**config.mk**
```make
export PLATFORM = sky130hd
export DESIGN_NAME = mkd_key_timer
export DESIGN_NICKNAME = d
export VERILOG_FILES = /design/src/rtl/mkd_pkg.sv /design/src/rtl/mkd_key_timer.sv
export SDC_FILE = /design/constraint.sdc
export NUM_CORES = 1
export LEC_CHECK = 0
export ABC_AREA = 1
export BUFFER_PORTS_ARGS = -buffer_cell sky130_fd_sc_hd__buf_2
export CORE_ASPECT_RATIO = 0.5
export CORE_MARGIN = 2
export CORE_UTILIZATION = 42
export CTS_CLUSTER_DIAMETER = 120
export DETAILED_ROUTE_END_ITERATION = 8
export PLACE_DENSITY = 0.68
export SLEW_MARGIN = 30
export SYNTH_ARGS = -nofsm -noshare
export SYNTH_HDL_FRONTEND = slang
export SYNTH_SLANG_ARGS = --single-unit
```
**constraint.sdc**
```tcl
create_clock -name i_clk -period 3 [get_ports i_clk]
set_input_delay 0.3 -clock i_clk [delete_from_list [all_inputs] [get_ports i_clk]]
set_output_delay 0.3 -clock i_clk [all_outputs]
set_load 0.01 [all_outputs]
```
**src/rtl/mkd_pkg.sv**
```systemverilog
// ----------------------------------------------------------------------------
// mkd_pkg
// Shared types, constants and the Morse look-up for the key decoder.
// ----------------------------------------------------------------------------
package mkd_pkg;

    localparam int MAX_SYMBOLS    = 6;
    localparam int TIMER_BITS     = 16;
    localparam int CFG_DATA_BITS  = 16;
    localparam int CFG_INDEX_BITS = 1;
    localparam int CNT_BITS       = $clog2(MAX_SYMBOLS + 1);
    localparam int CMP_BITS       = (TIMER_BITS > CFG_DATA_BITS) ? TIMER_BITS : CFG_DATA_BITS;
    localparam int CODE_BITS      = 7;
    localparam int TABLE_LEN      = 36;

    localparam logic [CFG_DATA_BITS-1:0] DASH_THR_RESET = CFG_DATA_BITS'(200);
    localparam logic [CFG_DATA_BITS-1:0] LETTER_GAP_RESET = CFG_DATA_BITS'(500);

    typedef enum logic [CFG_INDEX_BITS-1:0] {
        CFG_DASH_THRESHOLD = 1'b0,
        CFG_LETTER_GAP     = 1'b1
    } t_cfg_reg;

    typedef enum logic [1:0] {
        SYM_NONE = 2'd0,
        SYM_DOT  = 2'd1,
        SYM_DASH = 2'd2
    } t_sym;

    // timing stage -> symbol store
    typedef struct packed {
        logic held;
        t_sym sym;
        logic gap_hit;
    } t_key_evt;

    // symbol store -> result register
    typedef struct packed {
        logic                 ready;
        logic                 invalid;
        logic [CODE_BITS-1:0] code;
    } t_letter;

    // len = symbol count, pat bit i set = symbol i is a dash
    typedef struct packed {
        logic [2:0]           len;
        logic [4:0]           pat;
        logic [CODE_BITS-1:0] ch;
    } t_morse_entry;

    localparam t_morse_entry MORSE_TABLE [TABLE_LEN] = '{
        '{3'd2, 5'd2,  7'd65}, '{3'd4, 5'd1,  7'd66}, '{3'd4, 5'd5,  7'd67},
        '{3'd3, 5'd1,  7'd68}, '{3'd1, 5'd0,  7'd69}, '{3'd4, 5'd4,  7'd70},
        '{3'd3, 5'd3,  7'd71}, '{3'd4, 5'd0,  7'd72}, '{3'd2, 5'd0,  7'd73},
        '{3'd4, 5'd14, 7'd74}, '{3'd3, 5'd5,  7'd75}, '{3'd4, 5'd2,  7'd76},
        '{3'd2, 5'd3,  7'd77}, '{3'd2, 5'd1,  7'd78}, '{3'd3, 5'd7,  7'd79},
        '{3'd4, 5'd6,  7'd80}, '{3'd4, 5'd11, 7'd81}, '{3'd3, 5'd2,  7'd82},
        '{3'd3, 5'd0,  7'd83}, '{3'd1, 5'd1,  7'd84}, '{3'd3, 5'd4,  7'd85},
        '{3'd4, 5'd8,  7'd86}, '{3'd3, 5'd6,  7'd87}, '{3'd4, 5'd9,  7'd88},
        '{3'd4, 5'd13, 7'd89}, '{3'd4, 5'd3,  7'd90},
        '{3'd5, 5'd31, 7'd48}, '{3'd5, 5'd30, 7'd49}, '{3'd5, 5'd28, 7'd50},
        '{3'd5, 5'd24, 7'd51}, '{3'd5, 5'd16, 7'd52}, '{3'd5, 5'd0,  7'd53},
        '{3'd5, 5'd1,  7'd54}, '{3'd5, 5'd3,  7'd55}, '{3'd5, 5'd7,  7'd56},
        '{3'd5, 5'd15, 7'd57}
    };

    // Parallel compare against every table entry; 0 when nothing matches.
    function automatic logic [CODE_BITS-1:0] morse_lookup(
        input logic [CNT_BITS-1:0]    cnt,
        input logic [MAX_SYMBOLS-1:0] pat
    );
        logic [CODE_BITS-1:0] code;
        code = '0;
        for (int k = 0; k < TABLE_LEN; k++) begin
            if (cnt == CNT_BITS'(MORSE_TABLE[k].len) &&
                pat == MAX_SYMBOLS'(MORSE_TABLE[k].pat)) begin
                code = MORSE_TABLE[k].ch;
            end
        end
        return code;
    endfunction

endpackage

```
**src/rtl/mkd_key_timer.sv**
```systemverilog
// ----------------------------------------------------------------------------
// mkd_key_timer
// Key state, press and idle timers, dot/dash classification, gap detect.
// ----------------------------------------------------------------------------
module mkd_key_timer
    import mkd_pkg::*;
(
    input  logic                     i_clk,
    input  logic                     i_rst_n,
    input  logic                     i_en,
    input  logic                     i_key_level,
    input  logic [CFG_DATA_BITS-1:0] i_dash_thr,
    input  logic [CFG_DATA_BITS-1:0] i_gap,
    output t_key_evt                 o_evt
);

    logic                  r_held;
    logic [TIMER_BITS-1:0] r_press;
    logic [TIMER_BITS-1:0] r_idle;
    logic                  n_held;
    logic [TIMER_BITS-1:0] n_press;
    logic [TIMER_BITS-1:0] n_idle;
    logic [TIMER_BITS-1:0] press_inc;
    logic [TIMER_BITS-1:0] idle_inc;
    t_sym                  sym;

    // saturating increments
    assign press_inc = (r_press == '1) ? r_press : r_press + 1'b1;
    assign idle_inc  = (r_idle == '1) ? r_idle : r_idle + 1'b1;

    always_comb begin
        n_held  = r_held;
        n_press = r_held ? press_inc : r_press;
        n_idle  = r_held ? r_idle : idle_inc;
        sym     = SYM_NONE;
        if (i_key_level && !r_held) begin
            n_held  = 1'b1;
            n_press = '0;
        end else if (!i_key_level && r_held) begin
            n_held = 1'b0;
            n_idle = '0;
            sym    = (CMP_BITS'(press_inc) >= CMP_BITS'(i_dash_thr)) ? SYM_DASH : SYM_DOT;
        end
    end

    assign o_evt.held    = n_held;
    assign o_evt.sym     = sym;
    assign o_evt.gap_hit = !n_held && (CMP_BITS'(n_idle) > CMP_BITS'(i_gap));

    always_ff @(posedge i_clk) begin
        if (!i_rst_n) begin
            r_held  <= 1'b0;
            r_press <= '0;
            r_idle  <= '1;
        end else if (i_en) begin
            r_held  <= n_held;
            r_press <= n_press;
            r_idle  <= n_idle;
        end
    end

    a_sym_on_release: assert property (@(posedge i_clk) disable iff (!i_rst_n)
        (o_evt.sym != SYM_NONE) |-> (r_held && !i_key_level))
        else $error("symbol produced without a release");

    a_idle_cleared: assert property (@(posedge i_clk) disable iff (!i_rst_n)
        (i_en && o_evt.sym != SYM_NONE) |=> (r_idle == '0 && !r_held))
        else $error("idle timer not restarted on release");

endmodule

```
==> results.py <==
metrics = {
    "sta": {
        "max_freq_mhz": 350,
        "skew_ps": 6.44,
        "worst_slew_pin_slew_ps": 696,
        "slew_headroom": 0.536,
        "maxSlewViolCount": 0,
        "final_hold_viol_count": 0,
        "fin_ws_ps": 146,
        "fin_tns_setup_ps": 0,
        "hold_ws_ps": 353,
        "finalSetupViolations": 0,
        "period_minus_slack_ps": 2850,
        "period_share": 0.951,
    },
    "logic_synthesis": {
        "netlist_instances": 514,
        "yosys_warnings": 0,
        "synth_top_area_share": 0.201,
        "synth_cell_type_count": 38,
        "synth.area.top_cells": "dfxtp_1, nand2_1, ha_1",
        "syn_area_sq_um": 3290,
        "synthTopCellsByCount": "nand2_1, inv_1, a21oi_1",
        "synth.most_common_cell": "nand2_1",
        "syn_nets": 584,
        "syn_area_per_cell_sq_um": 6.40,
        "synth_edf_count": 0,
        "synth_top_cell_by_area": "dfxtp_1",
        "synth_flop_cell": "dfxtp_1",
        "ys_seq_area_frac": 0.201,
        "synth_seq_cells": 33,
        "synth-async-reset-ratio": 0,
    },
    "floorplan": {
        "io_pins": 40,
        "die_h_um": 66.6,
        "die_w_um": 129,
        "core_area_sq_um": 7460,
        "num_rows": 22,
        "dieArea_sq_um": 8600,
        "start_util": 0.441,
    },
    "critical_path": {
        "crit_arrival_ps": 2550,
        "max_stage_delay_ps": 380,
        "timing_worst_setup_path_type": "reg2out",
        "cp-end-kind": "primary output",
        "crit_fanout": 7,
        "worstSetupStartpointType": "flip-flop",
        "crit_path_frequent_cell": "nand2_1",
        "cp.required_ps": 2700,
        "crit_chain": "ha_4 -> nand2_1 -> nor2_4 -> nand2_4 -> nor2_2 -> nand2_2 -> nand2_1 -> nand2_1 -> and3_4 -> ha_4 -> nand2_1 -> inv_1 -> nand4_1 -> a21o_1 -> a21oi_1 -> buf_2",
        "slowest_stage": "dfxtp_4",
    },
    "finish": {
        "design_area_sq_um": 3970,
        "n_antenna_cell": 0,
        "area_growth_pct": 20.7,
        "layout-drive-gt1-share": 0.261,
        "layout.nets": 628,
    },
    "clock_network": {
        "cts_buffers": 5,
        "cts_max_path_buffers": 2,
        "cts.sinks": 33,
        "insertion_delay_ps": 280,
        "htree_num_levels": 2,
        "cts-root-buf": "clkbuf_16",
        "clk_pin_slew_ps": 60,
        "cts_tree": "done",
    },
    "global_route": {
        "grt_pass1_vias": 2852,
        "grt_usage": 0.185,
        "grt_max_degree": 34,
        "grt-ovfl-total": 0,
        "grt_pass1_wl_mm": 12.9,
        "antenna_found_initial": 0,
    },
    "route": {
        "vias": 3216,
        "via_per_inst": 4.82,
        "wire_per_inst_um": 11.5,
        "drc": 0,
        "dr.pass1.iters": 5,
        "wl_mm": 7.67,
        "drtIter0Drc": 185,
        "antenna_left": 0,
    },
    "power_and_ir_drop": {
        "p_per_area_nw_per_um2": 388,
        "peakVddDrop_mv": 0.242,
        "leakagePower_uw": 0.00207,
    },
    "placed_design": {
        "gp_congestion": 0.859,
        "port_buffers": 39,
        "hpwl_mm": 5.70,
        "placed_cell_area_sq_um": 3600,
        "place_ws_ps": 251,
    },
    "flow_run": {
        "cap_viol_max_count": 0,
    },
    "outcome": {
        "outcome": "finished clean",
    },
    "min_path": {
        "hold_path_class": "in2reg",
    },
}
==> layout by cell type, fill, tap and decap left out, types with 2 or more instances in the layout <==
cell       netlist  final
dfxtp_4          0      3
nand2_2         18     19
a21oi_1         41     39
nand2_4          5      7
inv_1           67     67
nor2_2           5      5
nand3_2          1      4
ha_4             0      3
buf_2            2     39
buf_4            2     12
nor3_4           0      2
nand2_1        144    141
o21ai_0          7      4
nor2_4           4      7
nand4_1         18     18
o21bai_1         5      5
o21ai_1          7     10
xnor2_1          3      3
o21a_1           4      4
dfxtp_2          0     13
a21oi_2         10     12
nor2_1          34     31
dfxtp_1         33     17
nand3_1         32     29
ha_1            34     31
clkbuf_16        0      5
xor2_1           8      8
nor3_2           3      2
inv_2            2      3
or2_2            2      2
==> critical path: cells and delay by family, from the launching register on <==
kind | cells | cell delay, ps
buf+inv | 2 | 210
simple gates | 10 | 1010
flops | 1 | 380
compound gates | 2 | 270
fa+ha+maj | 2 | 400
==> sequential cells by signal (all words and copies together) (netlist names) <==
signal and flops:
r_idle 16, r_press 16, r_held 1
==> path summary, 6_finish.rpt <==
check	from	endpoint	slack, ps	cells past startpoint
worst max register to register	r_held	r_press[1]	1380	5
worst min-delay path	i_key_level	r_held	350	3
worst min register to register	r_idle[13]	r_idle[13]	500	2
worst max-delay path	r_idle[0]	o_evt[0]	150	16
==> cells by family (layout without fill, tap and decap cells) <==
logic type,after synthesis,in the layout,share of synthesized area
fa+ha+maj,34,34,0.129
flops,33,33,0.201
xor+xnor,11,11,0.0293
simple gates,272,272,0.396
compound gates,77,77,0.138
buf+inv,87,132,0.106
==> repair_timing <==
item / 4_1_cts / 5_1_grt
setup buffers: 2 / 4
endpoints found under the hold margin: 0 / 0
pin swaps: 2 / 12
hold buffers: 0 / 0
gates resized for setup: 5 / 46
endpoints found under the setup margin: 3 / 3
==> area by class of cell <==
cell class                      instances  area, sq um
Timing Repair Buffer                   52          297
Fill cell                             742         3490
Multi-Input combinational cell        394         2400
Tap cell                              108          135
Sequential cell                        33          688
Clock buffer                            7          143
Inverter                               72          278
Clock inverter                          1         30.0
==> routing by layer <==
metal,up-vias,part of all wire,track usage
met4,0,0.0064,0.0340
met5,-,0,0
met1,1413,0.52,0.252
li1,1748,-,-
met2,50,0.44,0.312
met3,5,0.030,0.0321
==> through the flow <==
step	total power [uW]	std cells	utilization
detailed placement	914	653	0.482
floorplan	810	514	-
CTS	1520	663	0.509
finish	1540	667	0.533
global placement	907	653	0.482
global route	1660	667	0.533
==> report_power, final <==
| part | internal [uW] | total (uW) | switching [uW] |
|---|---|---|---|
| combinational | 184 | 452 | 267 |
| sequential | 460 | 488 | 27.9 |
| clock | 415 | 601 | 186 |
| total | 1060 | 1540 | 481 |
Power figures use the tool's default switching activity.
