$ cat config.mk
export PLATFORM = sky130hd
export DESIGN_NAME = mkd_letter
export DESIGN_NICKNAME = d
export VERILOG_FILES = /design/src/rtl/mkd_pkg.sv /design/src/rtl/mkd_letter.sv
export SDC_FILE = /design/constraint.sdc
export NUM_CORES = 1
export LEC_CHECK = 0
export ABC_AREA = 1
export BUFFER_PORTS_ARGS = -buffer_cell sky130_fd_sc_hd__buf_2
export CORE_AREA = 2 2 45 63
export DETAILED_ROUTE_END_ITERATION = 10
export DIE_AREA = 0 0 47 65
export MAX_ROUTING_LAYER = met4
export PLACE_DENSITY = 0.77
export SYNTH_ARGS = -nofsm -noshare
export SYNTH_HDL_FRONTEND = slang
export SYNTH_SLANG_ARGS = --single-unit
export TNS_END_PERCENT = 50
$ cat constraint.sdc
create_clock -name i_clk -period 6.75 [get_ports i_clk]
set_clock_uncertainty 0.2 [all_clocks]
set_input_delay 1.6875 -clock i_clk [delete_from_list [all_inputs] [get_ports i_clk]]
set_output_delay 1.6875 -clock i_clk [all_outputs]
set_load 0.005 [all_outputs]
$ cat src/rtl/mkd_pkg.sv
// ----------------------------------------------------------------------------
// mkd_pkg
// Shared types, constants and the Morse look-up for the key decoder.
// ----------------------------------------------------------------------------
package mkd_pkg;

    localparam int MAX_SYMBOLS    = 6;
    localparam int TIMER_BITS     = 16;
    localparam int CFG_DATA_BITS  = 16;
    localparam int CFG_INDEX_BITS = 1;
    localparam int CNT_BITS       = $clog2(MAX_SYMBOLS + 1);
    localparam int CMP_BITS       = (TIMER_BITS > CFG_DATA_BITS) ? TIMER_BITS : CFG_DATA_BITS;
    localparam int CODE_BITS      = 7;
    localparam int TABLE_LEN      = 36;

    localparam logic [CFG_DATA_BITS-1:0] DASH_THR_RESET = CFG_DATA_BITS'(200);
    localparam logic [CFG_DATA_BITS-1:0] LETTER_GAP_RESET = CFG_DATA_BITS'(500);

    typedef enum logic [CFG_INDEX_BITS-1:0] {
        CFG_DASH_THRESHOLD = 1'b0,
        CFG_LETTER_GAP     = 1'b1
    } t_cfg_reg;

    typedef enum logic [1:0] {
        SYM_NONE = 2'd0,
        SYM_DOT  = 2'd1,
        SYM_DASH = 2'd2
    } t_sym;

    // timing stage -> symbol store
    typedef struct packed {
        logic held;
        t_sym sym;
        logic gap_hit;
    } t_key_evt;

    // symbol store -> result register
    typedef struct packed {
        logic                 ready;
        logic                 invalid;
        logic [CODE_BITS-1:0] code;
    } t_letter;

    // len = symbol count, pat bit i set = symbol i is a dash
    typedef struct packed {
        logic [2:0]           len;
        logic [4:0]           pat;
        logic [CODE_BITS-1:0] ch;
    } t_morse_entry;

    localparam t_morse_entry MORSE_TABLE [TABLE_LEN] = '{
        '{3'd2, 5'd2,  7'd65}, '{3'd4, 5'd1,  7'd66}, '{3'd4, 5'd5,  7'd67},
        '{3'd3, 5'd1,  7'd68}, '{3'd1, 5'd0,  7'd69}, '{3'd4, 5'd4,  7'd70},
        '{3'd3, 5'd3,  7'd71}, '{3'd4, 5'd0,  7'd72}, '{3'd2, 5'd0,  7'd73},
        '{3'd4, 5'd14, 7'd74}, '{3'd3, 5'd5,  7'd75}, '{3'd4, 5'd2,  7'd76},
        '{3'd2, 5'd3,  7'd77}, '{3'd2, 5'd1,  7'd78}, '{3'd3, 5'd7,  7'd79},
        '{3'd4, 5'd6,  7'd80}, '{3'd4, 5'd11, 7'd81}, '{3'd3, 5'd2,  7'd82},
        '{3'd3, 5'd0,  7'd83}, '{3'd1, 5'd1,  7'd84}, '{3'd3, 5'd4,  7'd85},
        '{3'd4, 5'd8,  7'd86}, '{3'd3, 5'd6,  7'd87}, '{3'd4, 5'd9,  7'd88},
        '{3'd4, 5'd13, 7'd89}, '{3'd4, 5'd3,  7'd90},
        '{3'd5, 5'd31, 7'd48}, '{3'd5, 5'd30, 7'd49}, '{3'd5, 5'd28, 7'd50},
        '{3'd5, 5'd24, 7'd51}, '{3'd5, 5'd16, 7'd52}, '{3'd5, 5'd0,  7'd53},
        '{3'd5, 5'd1,  7'd54}, '{3'd5, 5'd3,  7'd55}, '{3'd5, 5'd7,  7'd56},
        '{3'd5, 5'd15, 7'd57}
    };

    // Parallel compare against every table entry; 0 when nothing matches.
    function automatic logic [CODE_BITS-1:0] morse_lookup(
        input logic [CNT_BITS-1:0]    cnt,
        input logic [MAX_SYMBOLS-1:0] pat
    );
        logic [CODE_BITS-1:0] code;
        code = '0;
        for (int k = 0; k < TABLE_LEN; k++) begin
            if (cnt == CNT_BITS'(MORSE_TABLE[k].len) &&
                pat == MAX_SYMBOLS'(MORSE_TABLE[k].pat)) begin
                code = MORSE_TABLE[k].ch;
            end
        end
        return code;
    endfunction

endpackage

$ cat src/rtl/mkd_letter.sv
// ----------------------------------------------------------------------------
// mkd_letter
// Symbol store with overflow flag and table decode at the letter gap.
// ----------------------------------------------------------------------------
module mkd_letter
    import mkd_pkg::*;
(
    input  logic     i_clk,
    input  logic     i_rst_n,
    input  logic     i_en,
    input  t_key_evt i_evt,
    output t_letter  o_letter
);

    logic [MAX_SYMBOLS-1:0] r_pat;
    logic [CNT_BITS-1:0]    r_cnt;
    logic                   r_ovf;
    logic [MAX_SYMBOLS-1:0] n_pat;
    logic [CNT_BITS-1:0]    n_cnt;
    logic                   n_ovf;
    logic [CODE_BITS-1:0]   code;
    logic                   ready;

    // append the symbol of this tick, if any
    always_comb begin
        n_pat = r_pat;
        n_cnt = r_cnt;
        n_ovf = r_ovf;
        if (i_evt.sym != SYM_NONE) begin
            if (r_cnt < CNT_BITS'(MAX_SYMBOLS)) begin
                if (i_evt.sym == SYM_DASH) begin
                    n_pat = r_pat | (MAX_SYMBOLS'(1) << r_cnt);
                end
                n_cnt = r_cnt + 1'b1;
            end else begin
                n_ovf = 1'b1;
            end
        end
    end

    assign ready = i_evt.gap_hit && ((n_cnt != '0) || n_ovf);
    assign code  = n_ovf ? '0 : morse_lookup(n_cnt, n_pat);

    assign o_letter.ready   = ready;
    assign o_letter.invalid = ready && (code == '0);
    assign o_letter.code    = ready ? code : '0;

    always_ff @(posedge i_clk) begin
        if (!i_rst_n) begin
            r_pat <= '0;
            r_cnt <= '0;
            r_ovf <= 1'b0;
        end else if (i_en) begin
            if (ready) begin
                r_pat <= '0;
                r_cnt <= '0;
                r_ovf <= 1'b0;
            end else begin
                r_pat <= n_pat;
                r_cnt <= n_cnt;
                r_ovf <= n_ovf;
            end
        end
    end

    a_cnt_bound: assert property (@(posedge i_clk) disable iff (!i_rst_n)
        r_cnt <= CNT_BITS'(MAX_SYMBOLS))
        else $error("symbol count beyond store depth");

    a_ovf_invalid: assert property (@(posedge i_clk) disable iff (!i_rst_n)
        (o_letter.ready && n_ovf) |-> o_letter.invalid)
        else $error("overflowed letter reported as valid");

endmodule
==> tab_implementation.tex, run 1 <==
\begin{tabular}{lr}
\hline
Metric & Value \\
\hline
\multicolumn{2}{l}{\textbf{Logic synthesis}} \\
Most used flip-flop cell after synthesis & dfxtp\_1 \\
Yosys cell types & 33 \\
Largest area contributor in the synthesized netlist & nand2\_1 \\
Number of warnings issued by yosys & 0 \\
Mapped Cells & about 240 \\
Synthesized area & between 0.001 and 0.0015 mm² \\
Number of flops mapped to enable cells by yosys & 0 \\
Yosys reg bits & 10 \\
Post-synthesis net count & 254 \\
Post-synthesis area per instance & 5.418 µm² \\
Top cells by area, synth & nand2\_1 16\%, dfxtp\_1 15\%, nor2\_1 14\%, inv\_1 11\%, nand3\_1 6.1\% \\
Proportion of synthesized chip area in sequential cells & 0.1527 \\
Post-synthesis async set-or-reset flop share & 0 \\
Share of the synthesized area in the top cell type & 0.1574 \\
\multicolumn{2}{l}{\textbf{Worst setup path}} \\
CP Launch Point & i\_evt[1] \\
Endpoint required time on the critical path & roughly 4900 ps \\
Crit end category & primary output \\
Origin of the critical flop-to-flop path & r\_cnt[0]\$\_SDFFE\_PN0P\_ \\
Biggest fanout along the worst timing path & 9 \\
Arrival time at the worst endpoint & approximately 4000 ps \\
Startpoint types & input port \\
Crit Path Class & input port to primary output \\
\multicolumn{2}{l}{\textbf{STA}} \\
Share of the cycle needed by the critical path after routing & 0.8701 \\
Total negative slack & 0 ps \\
Setup repair after global routing missed its margin & false \\
Fmax & between 150 and 200 MHz \\
Transition time at the pin with the least slew margin & 685.4 ps \\
Final Max Slew Viols & 0 \\
Finish-stage setup viols & 0 \\
Minimum period implied by the final worst setup slack & 5873 ps \\
Final setup margin & 876.6 ps \\
Number of hold-slack violations in the final timing report & 0 \\
Relative slew slack & 0.5373 \\
\multicolumn{2}{l}{\textbf{Power}} \\
Leak pwr & 0.8029 nW \\
Worst IR drop on VDD & 0.0001004 V \\
Power density normalized to cell area & 116.5 mW/mm² \\
Power consumption & approximately 0.00017 W \\
\multicolumn{2}{l}{\textbf{Finish}} \\
Fraction of layout instances using a drive strength above 1 & 0.1479 \\
Final standard cell count with taps included and fillers excluded & roughly 290 \\
Flip-flop and latch area & approximately 200 µm² \\
Layout-stage area growth over the synthesis result & 9.637\% \\
Area taken by multi-input logic gates & 919.6 µm² \\
Leading cell type in the layout, fill and taps excluded & nand2\_1 \\
Total Nets Final & 271 \\
Antenna Diode Count & 0 \\
Filler Cell Count & between 200 and 300 \\
Most frequent cells in the layout & 55 x nand2\_1, 49 x nor2\_1, 40 x inv\_1 \\
\multicolumn{2}{l}{\textbf{CTS}} \\
Number of buffers added by the clock tree synthesis step & 3 \\
CTS root buffer & clkbuf\_4 \\
Clock latency of the later-clocked register in the worst-skew pair & 250 ps \\
Number of buffers added for setup after CTS & 0 \\
TritonCTS clock tree & done \\
Clock edge transition at the registers on the reported setup and hold paths & roughly 60 ps \\
Count of clock tree sinks & 10 \\
H-tree lvl count & 1 \\
Largest buffer count on any clock path & 2 \\
Post-CTS Hold Fix Bufs & 0 \\
Resized cells post-CTS & 0 \\
\multicolumn{2}{l}{\textbf{Route}} \\
DR DRC count & 0 \\
Antenna viol nets, final & 0 \\
Average wire per standard cell & 11.75 µm \\
DRC marker count from the first detailed-route iteration & 45 \\
Via total after detailed routing & 1,548 \\
Via count normalized by instance count & 5.283 \\
Total wire length after detailed routing & about 3.4 mm \\
Length of the first detailed-routing pass in iterations & 7 \\
\multicolumn{2}{l}{\textbf{Global routing}} \\
Wire length of the first global-routing pass & 5.616 mm \\
Maximum number of pins on one net before global-route repair & 12 \\
Number of antenna violations at the first check in global routing & 0 \\
Leftover overflow at the end of global routing & 0 \\
Via count of the first global-routing pass & 1,439 \\
GRT Overall Usage & 0.2530 \\
\multicolumn{2}{l}{\textbf{Die}} \\
Starting Density & 0.5178 \\
Chip width & 47 µm \\
DIE HEIGHT & $\sim$65 µm \\
Number of top-level pins & 16 \\
Core ar. & $\sim$0.0025 mm² \\
Number of placement rows & 22 \\
Area of the die & 0.003055 mm² \\
\multicolumn{2}{l}{\textbf{Min path}} \\
Worst hold path startpoint & r\_pat[5]\$\_SDFFE\_PN0P\_ \\
Hold Crit Class & flop to flop \\
\multicolumn{2}{l}{\textbf{Placement}} \\
Setup WS pre-CTS & 924.8 ps \\
Port bufs & 14 \\
Count of placed standard cells including taps & 290 \\
Weighted congestion reported at the end of routability-driven placement & a little under 1 \\
Post-DP HPWL & just under 3 mm \\
\multicolumn{2}{l}{\textbf{Run}} \\
Max-cap violation count & 0 \\
\multicolumn{2}{l}{\textbf{Outcome}} \\
Run status & complete, no violations \\
\hline
\end{tabular}
[cell usage after synthesis, types with 3 or more instances]
| cell type | count |
|---|---|
| o21bai_1 | 3 |
| dfxtp_1 | 10 |
| nand3_1 | 16 |
| nand4_1 | 7 |
| inv_2 | 7 |
| o2111ai_1 | 5 |
| inv_1 | 40 |
| nor3_1 | 5 |
| o21ai_0 | 5 |
| nand2_2 | 7 |
| nor2_2 | 3 |
| ha_1 | 5 |
| nand2_1 | 55 |
| nor2_1 | 49 |
| a21oi_1 | 7 |
[final timing paths]
| kind | slack, ps | to | depth (start not counted) |
|---|---|---|---|
| min reg2reg | 310 | r_pat[5]$_SDFFE_PN0P_ | 2 |
| min | 310 | r_pat[5]$_SDFFE_PN0P_ | 2 |
| max reg2reg | 4370 | r_pat[4]$_SDFFE_PN0P_ | 14 |
| max | 880 | o_letter[7] | 17 |
[routing by layer]
layer	GRT usage	part of all wire
met4	0.1354	0.033
met1	0.2487	0.39
met3	0.02507	0.027
met2	0.4555	0.55
met5	-	0
[state kept, by name, summed over array words and instances (netlist names)]
name	cells
r_cnt	3
r_ovf	1
r_pat	6
[cell families after synthesis]
family,Yosys count,synth area share
AO/OA/AOI/OAI,30,0.1660
adder cells (fa/ha/maj),5,0.04771
buffers and inverters,50,0.1460
flip-flops,10,0.1527
AND/OR/NAND/NOR,147,0.4876
[worst max-delay path, stage by stage]
cell and delay (ps):
buf_2 110, inv_2 70, nand2_1 160, nor2_1 130, nand2_1 90, nand2_2 100, nor2_4 70, nand2_1 110
nor2_1 120, o21ai_0 250, o211ai_1 200, a311oi_1 330, nand2_1 160, o21ai_2 170, nand2_1 60, nor2_1 70
buf_2 120
[power by group]
part | switching [W] | total (W) | internal [W]
clock network | 0.0000172 | 0.0000376 | 0.0000204
registers | 0.00000152 | 0.0000617 | 0.0000602
logic | 0.0000446 | 0.0000682 | 0.0000236
[final cells by class]
class	instances	share of cell area
Timing Repair Buffer	14	0.04874
Tap cell	36	0.03133
Sequential cell	10	0.1393
Multi-Input combinational cell	182	0.6397
Clock buffer	3	0.01567
Inverter	48	0.1253
[per-stage QoR]
stage          area (µm²)  hold WS [ps]  utilization
2_1_floorplan        1311         273.3            -
3_3_place_gp         1415         284.4       0.5588
3_5_place_dp         1415         298.2       0.5588
4_1_cts              1438         317.8       0.5677
5_1_grt              1438         350.7       0.5677
6_report             1438         313.5       0.5677
No activity file was read; power rests on OpenSTA's default activity.
==> run 2, diff against run 1 <==
--- a/config.mk
+++ b/config.mk
@@ -7,11 +7,11 @@
 export LEC_CHECK = 0
 export ABC_AREA = 1
 export BUFFER_PORTS_ARGS = -buffer_cell sky130_fd_sc_hd__buf_2
-export CORE_AREA = 2 2 45 63
+export CORE_AREA = 2 2 52 54
 export DETAILED_ROUTE_END_ITERATION = 10
-export DIE_AREA = 0 0 47 65
+export DIE_AREA = 0 0 54 56
 export MAX_ROUTING_LAYER = met4
-export PLACE_DENSITY = 0.77
+export PLACE_DENSITY = 0.78
 export SYNTH_ARGS = -nofsm -noshare
 export SYNTH_HDL_FRONTEND = slang
 export SYNTH_SLANG_ARGS = --single-unit
==> constraint.sdc (replaced) <==
create_clock -name i_clk -period 6.5 [get_ports i_clk]
set_clock_uncertainty 0.2 [all_clocks]
set_input_delay 1.625 -clock i_clk [delete_from_list [all_inputs] [get_ports i_clk]]
set_output_delay 1.625 -clock i_clk [all_outputs]
set_load 0.005 [all_outputs]
==> run 2 against run 1 <==
Compared with the run above: combinational power increased by 2%; critical path depth unchanged; sequential cell count unchanged; worst setup slack got worse by 120 ps; via count decreased by 1.2%; final cell count decreased by 2.0%; first-iteration DRC count increased by 29%; sequential power increased by 3.9%; non-clock buffer count unchanged; die area decreased by 1.0%.
==> tab_implementation.tex, run 2 (same netlist as run 1, synthesis figures left out) <==
\begin{tabular}{lr}
\hline
Metric & Value \\
\hline
\multicolumn{2}{l}{\textbf{Worst setup path}} \\
Endpoint required time on the critical path & around 4700 ps \\
CP Launch Point & i\_evt[1] \\
Worst reg2reg setup slack & about 4100 ps \\
Capture point of the worst path & o\_letter[7] \\
Biggest fanout along the worst timing path & 9 \\
Crit end category & primary output \\
Startpoint types & input port \\
Arrival time at the worst endpoint & 3920 ps \\
Origin of the critical flop-to-flop path & r\_cnt[1]\$\_SDFFE\_PN0P\_ \\
FF-to-FF path depth & 11 \\
Worst reg2reg endpoint & r\_pat[5]\$\_SDFFE\_PN0P\_ \\
Crit Path Class & input port to primary output \\
\multicolumn{2}{l}{\textbf{Finish}} \\
Max FFs per register & 6 \\
Filler Cell Count & 266 \\
Antenna Diode Count & 0 \\
Total Nets Final & approximately 270 \\
Leading cell type in the layout, fill and taps excluded & nand2\_1 \\
Most frequent cells in the layout & 55 x nand2\_1, 49 x nor2\_1, 40 x inv\_1 \\
Fraction of layout instances using a drive strength above 1 & 0.1479 \\
Layout-stage area growth over the synthesis result & 9.065\% \\
Final standard cell count with taps included and fillers excluded & 287 \\
Largest registers in the final layout & r\_pat: 6 flops, r\_cnt: 3 flops, r\_ovf: 1 flops \\
Most flops, register & r\_pat \\
\multicolumn{2}{l}{\textbf{Power}} \\
Proportion of power drawn by flip-flops and latches & 0.371 \\
Power density normalized to cell area & approximately 120 mW/mm² \\
Leak pwr & 0.8029 nW \\
Switching power & 0.00006470 W \\
Comb power frac & 0.402 \\
Worst IR drop on VDD & 0.0001608 V \\
Cell Int Power & 0.0001082 W \\
Relative contribution of the clock network to total power & 0.227 \\
Share of total power consumed by net switching & 0.3742 \\
\multicolumn{2}{l}{\textbf{STA}} \\
Finish-stage setup viols & 0 \\
Final Max Slew Viols & 0 \\
Number of hold-slack violations in the final timing report & 0 \\
Setup repair after global routing missed its margin & false \\
Worst Hold Margin & 298.8 ps \\
Minimum period implied by the final worst setup slack & 5741 ps \\
Transition time at the pin with the least slew margin & 720.7 ps \\
Share of the cycle needed by the critical path after routing & 0.8832 \\
Total negative slack & 0 ps \\
Relative slew slack & 0.5135 \\
Fmax & 174.2 MHz \\
\multicolumn{2}{l}{\textbf{Die}} \\
Core ar. & around 0.0024 mm² \\
Starting Density & 0.5391 \\
Number of top-level pins & 16 \\
DIE HEIGHT & between 50 and 60 µm \\
Number of placement rows & 18 \\
Area of the die & just over 0.003 mm² \\
Chip width & $\sim$54 µm \\
\multicolumn{2}{l}{\textbf{Run}} \\
Max-cap violation count & 0 \\
\multicolumn{2}{l}{\textbf{Min path}} \\
Hold Crit Class & flop to flop \\
Worst hold path startpoint & r\_pat[5]\$\_SDFFE\_PN0P\_ \\
Hold depth & 2 \\
\multicolumn{2}{l}{\textbf{Route}} \\
Total wire length after detailed routing & 3.205 mm \\
DRC marker count from the first detailed-route iteration & 58 \\
Via total after detailed routing & 1,530 \\
DR DRC count & 0 \\
Via count normalized by instance count & 5.331 \\
Average wire per standard cell & around 11 µm \\
Length of the first detailed-routing pass in iterations & 4 \\
Antenna viol nets, final & 0 \\
\multicolumn{2}{l}{\textbf{Global routing}} \\
Met3 usage & 0.02151 \\
Wire length of the first global-routing pass & 5.368 mm \\
Fraction of met2 tracks used by global routing & 0.3885 \\
GRT Overall Usage & 0.2368 \\
Maximum number of pins on one net before global-route repair & 12 \\
Leftover overflow at the end of global routing & 0 \\
Number of antenna violations at the first check in global routing & 0 \\
Most used routing layer in global routing & met2 \\
Via count of the first global-routing pass & about 1,300 \\
Met1 Track Usage GR & 0.2848 \\
\multicolumn{2}{l}{\textbf{CTS}} \\
TritonCTS clock tree & done \\
Largest buffer count on any clock path & 2 \\
H-tree lvl count & 1 \\
Number of buffers added by the clock tree synthesis step & 3 \\
Clock edge transition at the registers on the reported setup and hold paths & 50 ps \\
Clock latency of the later-clocked register in the worst-skew pair & about 260 ps \\
Resized cells post-CTS & 0 \\
Number of buffers added for setup after CTS & 0 \\
Count of clock tree sinks & 10 \\
CTS root buffer & clkbuf\_4 \\
Post-CTS Hold Fix Bufs & 0 \\
\multicolumn{2}{l}{\textbf{Placement}} \\
Count of placed standard cells including taps & 284 \\
Weighted congestion reported at the end of routability-driven placement & 0.9600 \\
Post-DP HPWL & 2.740 mm \\
Port bufs & 14 \\
\multicolumn{2}{l}{\textbf{Outcome}} \\
Run status & complete, no violations \\
\hline
\end{tabular}
[run 2: cell type report]
cell class | count | area (µm²) | area share
Tap cell | 30 | 37.54 | 0.02625
Clock buffer | 3 | 22.52 | 0.01575
Sequential cell | 10 | 200.2 | 0.1400
Inverter | 48 | 180.2 | 0.1260
Timing Repair Buffer | 14 | 70.07 | 0.04899
Multi-Input combinational cell | 182 | 919.6 | 0.6430
[run 2: worst min-delay path by stage]
stage,end,slack [ps]
after global routing,r_pat[5]$_SDFFE_PN0P_,320
after floorplan,r_pat[4]$_SDFFE_PN0P_,270
final,r_pat[5]$_SDFFE_PN0P_,300
after global placement,r_pat[5]$_SDFFE_PN0P_,280
after detailed placement,r_pat[5]$_SDFFE_PN0P_,290
after CTS,r_pat[5]$_SDFFE_PN0P_,300
[run 2: critical path, stage by stage]
cell and delay, ps:
buf_2 110, inv_2 70, nand2_1 160, nor2_1 140, nand2_1 90, nand2_2 100, nor2_4 70, nand2_1 100
nor2_1 100, o21ai_0 250, o211ai_1 200, a311oi_1 300, nand2_1 140, o21ai_2 180, nand2_1 60, nor2_1 80
buf_2 120
[run 2: metrics by stage]
stage	instance area [µm²]	utilization	setup slack (ps)	total power [W]
finish	1430	0.5880	759.0	0.0001729
detailed placement	1408	0.5787	821.8	0.0001342
floorplan	1311	-	1334	0.0001163
CTS	1430	0.5880	810.7	0.0001753
global route	1430	0.5880	528.2	0.0001873
global placement	1408	0.5787	803.4	0.0001339
[run 2: routing by layer]
layer  routed length [µm]  share of wire
met5                    0              0
met2                 1563           0.49
met1                 1464           0.46
met4                   76          0.024
met3                  102          0.032
[run 2: power groups by stage]
stage / sequential (W) / combinational [W] / clock [W]
floorplan: 0.0000650 / 0.0000514 / 0
CTS: 0.0000640 / 0.0000691 / 0.0000422
global route: 0.0000643 / 0.0000800 / 0.0000430
finish: 0.0000641 / 0.0000695 / 0.0000393
global placement: 0.0000654 / 0.0000684 / 0
detailed placement: 0.0000654 / 0.0000689 / 0
==> run 3, diff against run 2 <==
--- a/config.mk
+++ b/config.mk
@@ -7,11 +7,12 @@
 export LEC_CHECK = 0
 export ABC_AREA = 1
 export BUFFER_PORTS_ARGS = -buffer_cell sky130_fd_sc_hd__buf_2
-export CORE_AREA = 2 2 52 54
+export CORE_AREA = 2 2 51 53
 export DETAILED_ROUTE_END_ITERATION = 10
-export DIE_AREA = 0 0 54 56
+export DIE_AREA = 0 0 53 55
+export GPL_ROUTABILITY_DRIVEN = 0
 export MAX_ROUTING_LAYER = met4
-export PLACE_DENSITY = 0.78
+export PLACE_DENSITY = 0.81
 export SYNTH_ARGS = -nofsm -noshare
 export SYNTH_HDL_FRONTEND = slang
 export SYNTH_SLANG_ARGS = --single-unit
==> run 3 against run 2 <==
Compared with the run above: utilization is 1.7 points higher; combinational power is 0.6% higher; count of clock-buffer cells in the layout stayed put; critical path depth stayed put; non-clock buffer count stayed put; global-route usage is 2.6 points higher; total power is 0.25% higher; worst hold slack better by 18 ps.
==> tab_implementation.tex, run 3 (same netlist as run 1, synthesis figures left out) <==
\begin{tabular}{lr}
\hline
Metric & Value \\
\hline
\multicolumn{2}{l}{\textbf{Outcome}} \\
Run status & complete, no violations \\
\multicolumn{2}{l}{\textbf{Die}} \\
Core ar. & 0.002365 mm² \\
Number of placement rows & 18 \\
Starting Density & 0.5545 \\
Area of the die & 0.002915 mm² \\
Chip width & 53 µm \\
Number of top-level pins & 16 \\
DIE HEIGHT & $\sim$55 µm \\
\multicolumn{2}{l}{\textbf{Finish}} \\
Leading cell type in the layout, fill and taps excluded & nand2\_1 \\
Largest registers in the final layout & r\_pat: 6 flops, r\_cnt: 3 flops, r\_ovf: 1 flops \\
Layout-stage area growth over the synthesis result & 9.065\% \\
Fraction of layout instances using a drive strength above 1 & 0.1479 \\
Most flops, register & r\_pat \\
Antenna Diode Count & 0 \\
Filler Cell Count & 257 \\
Total Nets Final & 271 \\
Max FFs per register & 6 \\
Most frequent cells in the layout & 55 x nand2\_1, 49 x nor2\_1, 40 x inv\_1 \\
\multicolumn{2}{l}{\textbf{Route}} \\
Via total after detailed routing & $\sim$1,600 \\
DR DRC count & 0 \\
Average wire per standard cell & 11.35 µm \\
Antenna viol nets, final & 0 \\
DRC marker count from the first detailed-route iteration & 79 \\
Total wire length after detailed routing & 3.258 mm \\
Via count normalized by instance count & 5.404 \\
Length of the first detailed-routing pass in iterations & 4 \\
\multicolumn{2}{l}{\textbf{STA}} \\
Fmax & approximately 170 MHz \\
Number of hold-slack violations in the final timing report & 0 \\
Setup repair after global routing missed its margin & false \\
Share of the cycle needed by the critical path after routing & 0.8810 \\
Minimum period implied by the final worst setup slack & 5726 ps \\
Worst Hold Margin & 316.6 ps \\
Finish-stage setup viols & 0 \\
Final Max Slew Viols & 0 \\
Transition time at the pin with the least slew margin & 639.9 ps \\
Relative slew slack & 0.5680 \\
Total negative slack & 0 ps \\
\multicolumn{2}{l}{\textbf{Global routing}} \\
Leftover overflow at the end of global routing & 0 \\
Wire length of the first global-routing pass & 5.547 mm \\
Number of antenna violations at the first check in global routing & 0 \\
Via count of the first global-routing pass & 1,386 \\
Maximum number of pins on one net before global-route repair & 12 \\
GRT Overall Usage & 0.2627 \\
\multicolumn{2}{l}{\textbf{Power}} \\
Power density normalized to cell area & 121.2 mW/mm² \\
Leak pwr & around 0.80 nW \\
Power consumption & 0.0001733 W \\
Worst IR drop on VDD & 0.0001241 V \\
\multicolumn{2}{l}{\textbf{CTS}} \\
Post-CTS Hold Fix Bufs & 0 \\
TritonCTS clock tree & done \\
Number of buffers added for setup after CTS & 0 \\
Resized cells post-CTS & 0 \\
H-tree lvl count & 1 \\
Count of clock tree sinks & 10 \\
CTS root buffer & clkbuf\_4 \\
Number of buffers added by the clock tree synthesis step & 3 \\
Largest buffer count on any clock path & 2 \\
Clock latency of the later-clocked register in the worst-skew pair & about 260 ps \\
Clock edge transition at the registers on the reported setup and hold paths & roughly 50 ps \\
\multicolumn{2}{l}{\textbf{Run}} \\
Max-cap violation count & 0 \\
\multicolumn{2}{l}{\textbf{Worst setup path}} \\
Crit end category & primary output \\
Cells along the critical path & buf\_2 -> inv\_2 -> nand2\_1 -> nor2\_1 -> nand2\_1 -> nand2\_2 -> nor2\_4 -> nand2\_1 -> nor2\_1 -> o21ai\_0 -> o211ai\_1 -> a311oi\_1 -> nand2\_1 -> o21ai\_2 -> nand2\_1 -> nor2\_1 -> buf\_2 \\
Buf+Inv Stages, Crit Path & 3 \\
Crit-path leading delay family & simple AND/OR/NAND/NOR gates \\
Crit Path Class & input port to primary output \\
Most common cell on crit path & nand2\_1 \\
Cell type of the slowest stage on the worst timing path & a311oi\_1 \\
Endpoint required time on the critical path & 4680 ps \\
Slowest cell delay on critical path & 350 ps \\
Arrival time at the worst endpoint & 3900 ps \\
Biggest fanout along the worst timing path & 9 \\
Startpoint types & input port \\
\multicolumn{2}{l}{\textbf{Placement}} \\
Port bufs & 14 \\
Post-DP HPWL & 2.731 mm \\
\multicolumn{2}{l}{\textbf{Min path}} \\
Hold Crit Class & flop to flop \\
\hline
\end{tabular}
## run 3: cell counts in the layout (fill, tap and decap cells not counted)
No cell type changed its count.
## run 3: per-stage QoR
| step | util | instances | area [µm²] | worst slack, ps |
|---|---|---|---|---|
| finish | 0.6048 | 287 | 1430 | 773.7 |
| global route | 0.6048 | 287 | 1430 | 484.7 |
| CTS | 0.6048 | 287 | 1430 | 784.2 |
| detailed placement | 0.5952 | 284 | 1408 | 798.8 |
| global placement | 0.5952 | 284 | 1408 | 835.4 |
| floorplan | - | 242 | 1311 | 1334 |
## run 3: cell type report
type / instances / area (µm²) / area share
clock buffers: 3 / 22.52 / 0.01575
repair buffers: 14 / 70.07 / 0.04899
well taps: 30 / 37.54 / 0.02625
inverters: 48 / 180.2 / 0.1260
multi-input cells: 182 / 919.6 / 0.6430
flip-flops and latches: 10 / 200.2 / 0.1400
## run 3: path summary, 6_finish.rpt
path                         startpoint               endpoint  slack [ps]  cells after the start
hold / removal    r_pat[4]$_SDFFE_PN0P_  r_pat[4]$_SDFFE_PN0P_         320                      2
hold reg to reg   r_pat[4]$_SDFFE_PN0P_  r_pat[4]$_SDFFE_PN0P_         320                      2
setup / recovery               i_evt[1]            o_letter[7]         770                     17
setup reg to reg  r_cnt[0]$_SDFFE_PN0P_  r_pat[0]$_SDFFE_PN0P_        4140                     14
## run 3: power by group
part	switching (W)	leakage [nW]	total (W)	internal [W]
Clock	0.0000182	0.0138	0.0000394	0.0000212
Sequential	0.00000162	0.0808	0.0000641	0.0000625
Combinational	0.0000454	0.708	0.0000699	0.0000245
Total	0.0000652	0.803	0.000173	0.000108
## run 3: per-layer routing
metal / global-route usage / wire (µm) / vias to the layer above
met2: 0.4938 / 1624 / 52
met3: 0.01613 / 118 / 9
li1: - / - / 811
met4: 0.1154 / 60 / 0
met5: - / 0 / -
met1: 0.2876 / 1454 / 679
## run 3: worst reg2reg max path, cell delays in order, from the launching register on
cell       delay, ps
dfxtp_1          440
inv_1            130
ha_1             290
inv_1             30
nand2_1           50
nand2_1           60
nand2_2          100
inv_2             40
nand2_2           70
o21a_1           140
clkinv_1         230
nor2_1           190
inv_1            120
o2111ai_1        100
inv_1             50
